===== src/hw/rtl/akms_pkg.sv =====
// Shared types, constants and the head ordering function for the merge selector.
package akms_pkg;

    localparam int KEY_W = 32;
    localparam int SID_W = 4;
    localparam int CFG_W = 5;

    localparam logic [1:0] MATE_BOTH   = 2'b11;
    localparam logic [1:0] MATE_SECOND = 2'b10;

    typedef struct packed {
        logic signed [KEY_W-1:0] ref_id;
        logic signed [KEY_W-1:0] start_pos;
        logic signed [KEY_W-1:0] end_pos;
        logic [1:0]              mate;
    } akms_rec_t;

    typedef struct packed {
        logic accept;
        logic scan_start;
        logic issue;
        logic emit;
    } akms_cmd_t;

    typedef struct packed {
        logic all_ok;
        logic scan_last;
        logic out_free;
    } akms_sts_t;

    typedef enum logic [4:0] {
        ST_IDLE  = 5'b00001,
        ST_CHECK = 5'b00010,
        ST_SCAN  = 5'b00100,
        ST_LAST  = 5'b01000,
        ST_EMIT  = 5'b10000
    } akms_state_t;

    // True when candidate c must replace the current best b (c comes later in the scan).
    function automatic logic beats(akms_rec_t c, akms_rec_t b);
        logic res;
        if (c.ref_id != b.ref_id) begin
            res = (c.ref_id < b.ref_id);
        end else if (c.start_pos != b.start_pos) begin
            res = (c.start_pos < b.start_pos);
        end else if (c.end_pos != b.end_pos) begin
            res = (c.end_pos < b.end_pos);
        end else if (((c.mate | b.mate) & MATE_BOTH) == MATE_BOTH) begin
            res = ((c.mate & MATE_SECOND) == 2'b00);
        end else begin
            res = 1'b0;
        end
        return res;
    endfunction

endpackage


===== src/hw/rtl/alignment_kway_merge_selector.sv =====
// Top level of the k-way merge selector: controller, datapath and checks.
// Each transaction refills one stream's head or marks it ended; a write to a stream at or
// beyond the streams in use is dropped. While some stream in use still lacks a head and is not
// ended, the transaction ends with no result; otherwise a serial scan over the streams in use
// reads one head a cycle from the head memory into a single key comparator; the result waits
// on m_ready while the output register is held. The result then gives the smallest head, or a
// completion with all_done set once every stream in use is ended and empty. Heads need no
// clearing pass after reset. Write cfg_wdata only while no transaction is in flight.
module alignment_kway_merge_selector #(
    parameter int NUM_STREAMS = 16
) (
    input  logic                              aclk,
    input  logic                              aresetn,
    input  logic                              cfg_we,
    input  logic [akms_pkg::CFG_W-1:0]        cfg_wdata,
    input  logic                              s_valid,
    output logic                              s_ready,
    input  logic [akms_pkg::SID_W-1:0]        s_stream_id,
    input  logic                              s_stream_ended,
    input  logic signed [akms_pkg::KEY_W-1:0] s_ref_id,
    input  logic signed [akms_pkg::KEY_W-1:0] s_start_pos,
    input  logic signed [akms_pkg::KEY_W-1:0] s_end_pos,
    input  logic                              s_is_first_mate,
    input  logic                              s_is_second_mate,
    output logic                              m_valid,
    input  logic                              m_ready,
    output logic [akms_pkg::SID_W-1:0]        m_winner_stream,
    output logic signed [akms_pkg::KEY_W-1:0] m_out_ref_id,
    output logic signed [akms_pkg::KEY_W-1:0] m_out_start,
    output logic signed [akms_pkg::KEY_W-1:0] m_out_end,
    output logic                              m_out_first_mate,
    output logic                              m_out_second_mate,
    output logic                              m_all_done
);
    import akms_pkg::*;

    akms_cmd_t cmd;
    akms_sts_t sts;

    akms_ctrl u_ctrl (
        .aclk    (aclk),
        .aresetn (aresetn),
        .s_valid (s_valid),
        .s_ready (s_ready),
        .sts     (sts),
        .cmd     (cmd)
    );

    akms_dp #(
        .NUM_STREAMS (NUM_STREAMS)
    ) u_dp (
        .aclk              (aclk),
        .aresetn           (aresetn),
        .cfg_we            (cfg_we),
        .cfg_wdata         (cfg_wdata),
        .s_stream_id       (s_stream_id),
        .s_stream_ended    (s_stream_ended),
        .s_ref_id          (s_ref_id),
        .s_start_pos       (s_start_pos),
        .s_end_pos         (s_end_pos),
        .s_is_first_mate   (s_is_first_mate),
        .s_is_second_mate  (s_is_second_mate),
        .m_valid           (m_valid),
        .m_ready           (m_ready),
        .m_winner_stream   (m_winner_stream),
        .m_out_ref_id      (m_out_ref_id),
        .m_out_start       (m_out_start),
        .m_out_end         (m_out_end),
        .m_out_first_mate  (m_out_first_mate),
        .m_out_second_mate (m_out_second_mate),
        .m_all_done        (m_all_done),
        .cmd               (cmd),
        .sts               (sts)
    );

    a_emit_needs_room: assert property (@(posedge aclk) disable iff (!aresetn)
        cmd.emit |-> sts.out_free)
        else $error("result issued while output register still held");

    a_one_at_a_time: assert property (@(posedge aclk) disable iff (!aresetn)
        (s_valid && s_ready) |=> !s_ready)
        else $error("new transaction taken before previous one finished");

    a_done_is_empty: assert property (@(posedge aclk) disable iff (!aresetn)
        (m_valid && m_all_done) |-> (m_winner_stream == '0 && m_out_ref_id == '0
                                     && !m_out_first_mate && !m_out_second_mate))
        else $error("completion carries record data");

endmodule


===== src/hw/rtl/akms_ctrl.sv =====
// Sequencing state machine: accept, readiness check, head scan, result hand-off.
module akms_ctrl (
    input  logic               aclk,
    input  logic               aresetn,
    input  logic               s_valid,
    output logic               s_ready,
    input  akms_pkg::akms_sts_t sts,
    output akms_pkg::akms_cmd_t cmd
);
    import akms_pkg::*;

    akms_state_t state_reg, state_next;

    always_ff @(posedge aclk) begin
        if (!aresetn) begin
            state_reg <= ST_IDLE;
        end else begin
            state_reg <= state_next;
        end
    end

    always_comb begin
        state_next     = state_reg;
        s_ready        = 1'b0;
        cmd            = '0;
        unique case (state_reg)
            ST_IDLE: begin
                s_ready    = 1'b1;
                cmd.accept = s_valid;
                if (s_valid) begin
                    state_next = ST_CHECK;
                end
            end
            ST_CHECK: begin
                if (sts.all_ok) begin
                    cmd.scan_start = 1'b1;
                    state_next     = ST_SCAN;
                end else begin
                    state_next = ST_IDLE;
                end
            end
            ST_SCAN: begin
                cmd.issue = 1'b1;
                if (sts.scan_last) begin
                    state_next = ST_LAST;
                end
            end
            ST_LAST: begin
                state_next = ST_EMIT;
            end
            ST_EMIT: begin
                if (sts.out_free) begin
                    cmd.emit   = 1'b1;
                    state_next = ST_IDLE;
                end
            end
            default: begin
                state_next = ST_IDLE;
            end
        endcase
    end

endmodule


===== src/hw/rtl/akms_dp.sv =====
// Datapath: stream flags, head memory, serial minimum search and output register.
module akms_dp #(
    parameter int NUM_STREAMS = 16
) (
    input  logic                           aclk,
    input  logic                           aresetn,
    input  logic                           cfg_we,
    input  logic [akms_pkg::CFG_W-1:0]     cfg_wdata,
    input  logic [akms_pkg::SID_W-1:0]     s_stream_id,
    input  logic                           s_stream_ended,
    input  logic signed [akms_pkg::KEY_W-1:0] s_ref_id,
    input  logic signed [akms_pkg::KEY_W-1:0] s_start_pos,
    input  logic signed [akms_pkg::KEY_W-1:0] s_end_pos,
    input  logic                           s_is_first_mate,
    input  logic                           s_is_second_mate,
    output logic                           m_valid,
    input  logic                           m_ready,
    output logic [akms_pkg::SID_W-1:0]     m_winner_stream,
    output logic signed [akms_pkg::KEY_W-1:0] m_out_ref_id,
    output logic signed [akms_pkg::KEY_W-1:0] m_out_start,
    output logic signed [akms_pkg::KEY_W-1:0] m_out_end,
    output logic                           m_out_first_mate,
    output logic                           m_out_second_mate,
    output logic                           m_all_done,
    input  akms_pkg::akms_cmd_t             cmd,
    output akms_pkg::akms_sts_t             sts
);
    import akms_pkg::*;

    localparam int IDX_W = $clog2(NUM_STREAMS);
    localparam int CNT_W = $clog2(NUM_STREAMS + 1);

    logic [CFG_W-1:0]       cfg_reg;
    logic [CNT_W-1:0]       n_eff;
    logic [NUM_STREAMS-1:0] present_reg;
    logic [NUM_STREAMS-1:0] finished_reg;
    logic [NUM_STREAMS-1:0] slot_ok;
    akms_rec_t              mem [NUM_STREAMS];
    akms_rec_t              rd_data_reg;
    logic                   rd_valid_reg;
    logic [IDX_W-1:0]       rd_idx_reg;
    logic [IDX_W-1:0]       scan_idx_reg;
    akms_rec_t              best_reg;
    logic [IDX_W-1:0]       best_idx_reg;
    logic                   any_reg;
    logic                   m_valid_reg;
    logic                   wr_hit;
    logic [IDX_W-1:0]       wr_idx;
    akms_rec_t              wr_rec;

    always_ff @(posedge aclk) begin
        if (!aresetn) begin
            cfg_reg <= CFG_W'(16);
        end else if (cfg_we) begin
            cfg_reg <= cfg_wdata;
        end
    end

    always_comb begin
        if (cfg_reg == '0) begin
            n_eff = CNT_W'(1);
        end else if (32'(cfg_reg) > NUM_STREAMS) begin
            n_eff = CNT_W'(NUM_STREAMS);
        end else begin
            n_eff = CNT_W'(cfg_reg);
        end
    end

    assign wr_hit = cmd.accept && (32'(s_stream_id) < 32'(n_eff));
    assign wr_idx = IDX_W'(s_stream_id);
    assign wr_rec = '{ref_id: s_ref_id, start_pos: s_start_pos, end_pos: s_end_pos,
                      mate: {s_is_second_mate, s_is_first_mate}};

    always_comb begin
        for (int i = 0; i < NUM_STREAMS; i++) begin
            slot_ok[i] = (i >= 32'(n_eff)) || present_reg[i] || finished_reg[i];
        end
    end

    assign sts.all_ok    = &slot_ok;
    assign sts.scan_last = (32'(scan_idx_reg) == 32'(n_eff) - 32'd1);
    assign sts.out_free  = !m_valid_reg || m_ready;

    always_ff @(posedge aclk) begin
        if (!aresetn) begin
            present_reg  <= '0;
            finished_reg <= '0;
        end else begin
            if (wr_hit) begin
                if (s_stream_ended) begin
                    finished_reg[wr_idx] <= 1'b1;
                end else begin
                    present_reg[wr_idx] <= 1'b1;
                end
            end
            if (cmd.emit && any_reg) begin
                present_reg[best_idx_reg] <= 1'b0;
            end
        end
    end

    always_ff @(posedge aclk) begin
        if (wr_hit && !s_stream_ended) begin
            mem[wr_idx] <= wr_rec;
        end
        if (cmd.issue) begin
            rd_data_reg <= mem[scan_idx_reg];
        end
    end

    always_ff @(posedge aclk) begin
        if (!aresetn) begin
            scan_idx_reg <= '0;
            rd_valid_reg <= 1'b0;
            rd_idx_reg   <= '0;
            any_reg      <= 1'b0;
        end else begin
            rd_valid_reg <= cmd.issue && present_reg[scan_idx_reg];
            rd_idx_reg   <= scan_idx_reg;
            if (cmd.scan_start) begin
                scan_idx_reg <= '0;
                any_reg      <= 1'b0;
            end else begin
                if (cmd.issue) begin
                    scan_idx_reg <= scan_idx_reg + IDX_W'(1);
                end
                if (rd_valid_reg && (!any_reg || beats(rd_data_reg, best_reg))) begin
                    any_reg <= 1'b1;
                end
            end
        end
    end

    always_ff @(posedge aclk) begin
        if (rd_valid_reg && (!any_reg || beats(rd_data_reg, best_reg))) begin
            best_reg     <= rd_data_reg;
            best_idx_reg <= rd_idx_reg;
        end
    end

    always_ff @(posedge aclk) begin
        if (!aresetn) begin
            m_valid_reg <= 1'b0;
        end else if (cmd.emit) begin
            m_valid_reg <= 1'b1;
        end else if (m_ready) begin
            m_valid_reg <= 1'b0;
        end
    end

    always_ff @(posedge aclk) begin
        if (cmd.emit) begin
            if (any_reg) begin
                m_winner_stream   <= SID_W'(best_idx_reg);
                m_out_ref_id      <= best_reg.ref_id;
                m_out_start       <= best_reg.start_pos;
                m_out_end         <= best_reg.end_pos;
                m_out_first_mate  <= best_reg.mate[0];
                m_out_second_mate <= best_reg.mate[1];
                m_all_done        <= 1'b0;
            end else begin
                m_winner_stream   <= '0;
                m_out_ref_id      <= '0;
                m_out_start       <= '0;
                m_out_end         <= '0;
                m_out_first_mate  <= 1'b0;
                m_out_second_mate <= 1'b0;
                m_all_done        <= 1'b1;
            end
        end
    end

    assign m_valid = m_valid_reg;

endmodule


===== config.mk =====
export PLATFORM = sky130hd
export DESIGN_NAME = alignment_kway_merge_selector
export DESIGN_NICKNAME = d
export VERILOG_FILES = /design/src/hw/rtl/akms_pkg.sv /design/src/hw/rtl/alignment_kway_merge_selector.sv /design/src/hw/rtl/akms_ctrl.sv /design/src/hw/rtl/akms_dp.sv
export SDC_FILE = /design/constraint.sdc
export NUM_CORES = 2
export LEC_CHECK = 0
export ABC_AREA = 1
export BUFFER_PORTS_ARGS = -buffer_cell sky130_fd_sc_hd__buf_4
export CORE_MARGIN = 2
export CORE_UTILIZATION = 45
export DETAILED_ROUTE_END_ITERATION = 16
export PLACE_DENSITY = 0.71
export RECOVER_POWER = 50
export SYNTH_ARGS = -nofsm -noshare
export SYNTH_HDL_FRONTEND = slang
export SYNTH_HIERARCHICAL = 1
export SYNTH_SLANG_ARGS = --single-unit
export TNS_END_PERCENT = 10

===== constraint.sdc =====
create_clock -name aclk -period 20.3 [get_ports aclk]
set_input_delay 5.075 -clock aclk [delete_from_list [all_inputs] [get_ports aclk]]
set_output_delay 5.075 -clock aclk [all_outputs]
set_load 0.005 [all_outputs]

==> impl_metrics.env <==
export IMPL_vdd_drop_max_v=0.0000878
export IMPL_ys_seq_area_share_pct=75.7
export IMPL_synth_top_family_by_area="compound AO/OA/AOI/OAI gates"
export IMPL_grt_overflow=0
export IMPL_finalPower_mw=7.84
export IMPL_hp_class="flip-flop to flip-flop"
export IMPL_synth_cell_types=52
export IMPL_clock_sinks=1924
export IMPL_cts_resized=0
export IMPL_grt_busiest_layer="met2"
export IMPL_grt_pass1_vias=44700
export IMPL_antenna_found_initial=32
export IMPL_drtIter0Drc=5350
export IMPL_initial_utilization_pct=45.3
export IMPL_cap_violations=10
export IMPL_hold_viol=0
export IMPL_clk_latency_ns=0.83
export IMPL_place_ws_ns=10.86
export IMPL_cts_hold_buf=0
export IMPL_synth_compound_area_share_pct=11.6
export IMPL_pwr_share_seq_pct=55.7
export IMPL_synth_edf_count=1871
export IMPL_reg2reg_to="u_dp/rd_data_reg[49]"
export IMPL_wl_mm=188
export IMPL_rrSetupSlack_ns=6.93
export IMPL_synth_top_cell_area_share_pct=74.3
export IMPL_drive_gt1_share_pct=8.40
export IMPL_synth_xor_area_share_pct=0.0463
export IMPL_syn_cell_area_sq_um=75600
export IMPL_switching_share_pct=19.8
export IMPL_largest_register_ffs=1568
export IMPL_gr_usage_met3_pct=3.84
export IMPL_r2r_start="u_dp/scan_idx_reg[0]"
export IMPL_violations="capacitance limit, slew limit"
export IMPL_worstSetupPathType="flip-flop to flip-flop"
export IMPL_placed_area_sq_um=79200
export IMPL_avgRoutedWirePerCell_microns=23.6
export IMPL_synth_seq_cells=1924
export IMPL_endpoint="u_dp/rd_data_reg[49]"
export IMPL_p_clk_share_pct=43.0
export IMPL_area_growth_syn_to_layout_pct=12.1
export IMPL_boundaryPins=218
export IMPL_fin_area_sq_um=84800
export IMPL_fmax_mhz=74.8
export IMPL_cts_buffers=190
export IMPL_syn_inst=5506
export IMPL_setup_viol=0
export IMPL_finalWorstSetupSlack_ns=6.93
export IMPL_post_cts_buffers=0
export IMPL_cts_max_level=4
export IMPL_core_sq_um=167000
export IMPL_via_count=46800
export IMPL_reg2reg_depth=8
export IMPL_cp_arrival_ns=13.91
export IMPL_path_clk_slew_ns=0.06
export IMPL_finClkSkew_ns=0.0293
export IMPL_yosys_area_share_adder_pct=1.72
export IMPL_port_buffers=217
export IMPL_ctsRootBufferMaster="clkbuf_16"
export IMPL_grt_util_met1_pct=29.9
export IMPL_leakage_nw=28.5
export IMPL_yosysTopAreaCell="edfxtp_1"
export IMPL_final_max_slew_violation_count=807
export IMPL_syn_nets=5723
export IMPL_final_cells=7988
export IMPL_slew_headroom_pct=-233
export IMPL_dieArea_sq_um=171000
export IMPL_synth_mux_area_share_pct=0
export IMPL_synthFlopType="edfxtp_1"
export IMPL_syn_mean_instance_area_sq_um=13.7
export IMPL_synth_area_leaders="edfxtp_1 74%, o21ai_0 5.4%, nor2_1 4.4%"
export IMPL_placed_cells=7639
export IMPL_via_per_inst=5.85
export IMPL_fin_crit_sh_pct=65.8
export IMPL_fp_dieW_microns=414
export IMPL_drtAntennaViolNets=0
export IMPL_place_hpwl_mm=99.5
export IMPL_rsz0062_at_grt="no"
export IMPL_setup_tns_ns=0
export IMPL_cp_required_ns=20.84
export IMPL_synth_warnings=6
export IMPL_synthArstFlopShare_pct=0
export IMPL_power_switching_mw=1.55
export IMPL_p_int_mw=6.29
export IMPL_met2_usage_pct=34.8
export IMPL_die_h_microns=414
export IMPL_fin_nets=5844
export IMPL_grt_pass1_wl_mm=280
export IMPL_worstPathMaxFanout=173
export IMPL_grt_usage_pct=21.6
export IMPL_worstMarginPinSlew_ns=5.00
export IMPL_grt_max_degree=239
export IMPL_num_rows=150
export IMPL_drc=0
export IMPL_critPathLaunchType="flip-flop"
export IMPL_cts_tree="yes"
export IMPL_period_minus_slack_ns=13.37
export IMPL_globalplace_congestion=0.860
export IMPL_powerDensity_nw_per_um2=92.5
export IMPL_startpoint="u_dp/scan_idx_reg[0]"
export IMPL_p_comb_share_pct=1.3
export IMPL_status="finished, violations left"
export IMPL_clockBufferDepth=3
export IMPL_first_pass_iters=6
export IMPL_synthSimpleGateAreaFrac_pct=7.49
export IMPL_crit_path_end_kind="flip-flop"
[layer usage]
layer  vias to the layer above  wire [microns]
li1                      20800               -
met1                     23400           76700
met3                       362           16600
met2                      2189           89900
met4                        22            5060
met5                         -             122
[power groups by stage]
stage | registers, mW | clock network, mW | logic (mW)
after floorplan | 4.45 | 0 | 0.0295
after global placement | 4.45 | 0 | 0.105
after detailed placement | 4.45 | 0 | 0.108
after CTS | 4.37 | 3.42 | 0.108
after global routing | 4.37 | 3.57 | 0.108
final | 4.37 | 3.37 | 0.0989
[cell type report]
type	instances	area, sq um
inverters	295	1130
clock inverters	95	812
well taps	2204	2760
flip-flops and latches	1924	57300
repair buffers	278	1770
multi-input cells	2938	15900
fillers	13800	82300
diodes	10	25.0
clock buffers	244	5130
[per-stage QoR]
step | hold WS, ns | util, %
2_1_floorplan | 0.386 | -
3_3_place_gp | 0.386 | 47.4
3_5_place_dp | 0.390 | 47.4
4_1_cts | 0.404 | 51.0
5_1_grt | 0.414 | 50.7
6_report | 0.407 | 50.7
[cells in the final DEF, fill, tap and decap left out, drive strengths merged, types with 2 or more instances in the layout]
cell type	count
edfxtp	1871
nor2	901
o21ai	822
clkbuf	349
nand2	337
inv	299
o221ai	295
buf	173
nand3	120
ha	104
o211ai	103
o22ai	99
a21oi	84
clkinv	74
dfxtp	53
nand4	14
o221a	13
diode	10
bufinv	10
nor3	9
nor4	8
clkinvlp	7
a21o	4
or2	4
o21a	3
a211oi	3
xor2	3
nand3b	2
a2111oi	2
[kinds of logic after synthesis]
| family | count (synthesis) |
|---|---|
| AO/OA/AOI/OAI | 1433 |
| XOR/XNOR | 4 |
| adder cells (fa/ha/maj) | 104 |
| buffers and inverters | 644 |
| flip-flops | 1924 |
| AND/OR/NAND/NOR | 1397 |
[worst max-delay path: stages (launching register included)]
cell and delay (ns):
dfxtp_1 2.62, clkinvlp_2 5.68, clkbuf_1 2.24, buf_4 0.86
buf_4 0.52, o21ai_0 0.48, o221ai_1 0.16, nand3_1 0.21
nand2_1 0.10
[worst min path at each step]
stage                            start                    to  cells after the start
finish              u_dp/rd_idx_reg[1]  u_dp/best_idx_reg[1]                      0
floorplan           u_dp/rd_idx_reg[0]  u_dp/best_idx_reg[0]                      0
CTS                 u_dp/rd_idx_reg[1]  u_dp/best_idx_reg[1]                      0
detailed placement  u_dp/rd_idx_reg[1]  u_dp/best_idx_reg[1]                      0
global route        u_dp/rd_idx_reg[1]  u_dp/best_idx_reg[1]                      0
global placement    u_dp/rd_idx_reg[0]  u_dp/best_idx_reg[0]                      0
[cells in the mapped netlist, types with 84 or more instances]
| master | number |
|---|---|
| nand3_1 | 119 |
| edfxtp_1 | 1871 |
| o21ai_0 | 815 |
| nand2_1 | 332 |
| o221ai_1 | 295 |
| ha_1 | 104 |
| clkbuf_1 | 266 |
| inv_1 | 285 |
| o22ai_1 | 99 |
| nor2_1 | 886 |
| o211ai_1 | 103 |
| a21oi_1 | 84 |
Power figures use the tool's default switching activity.
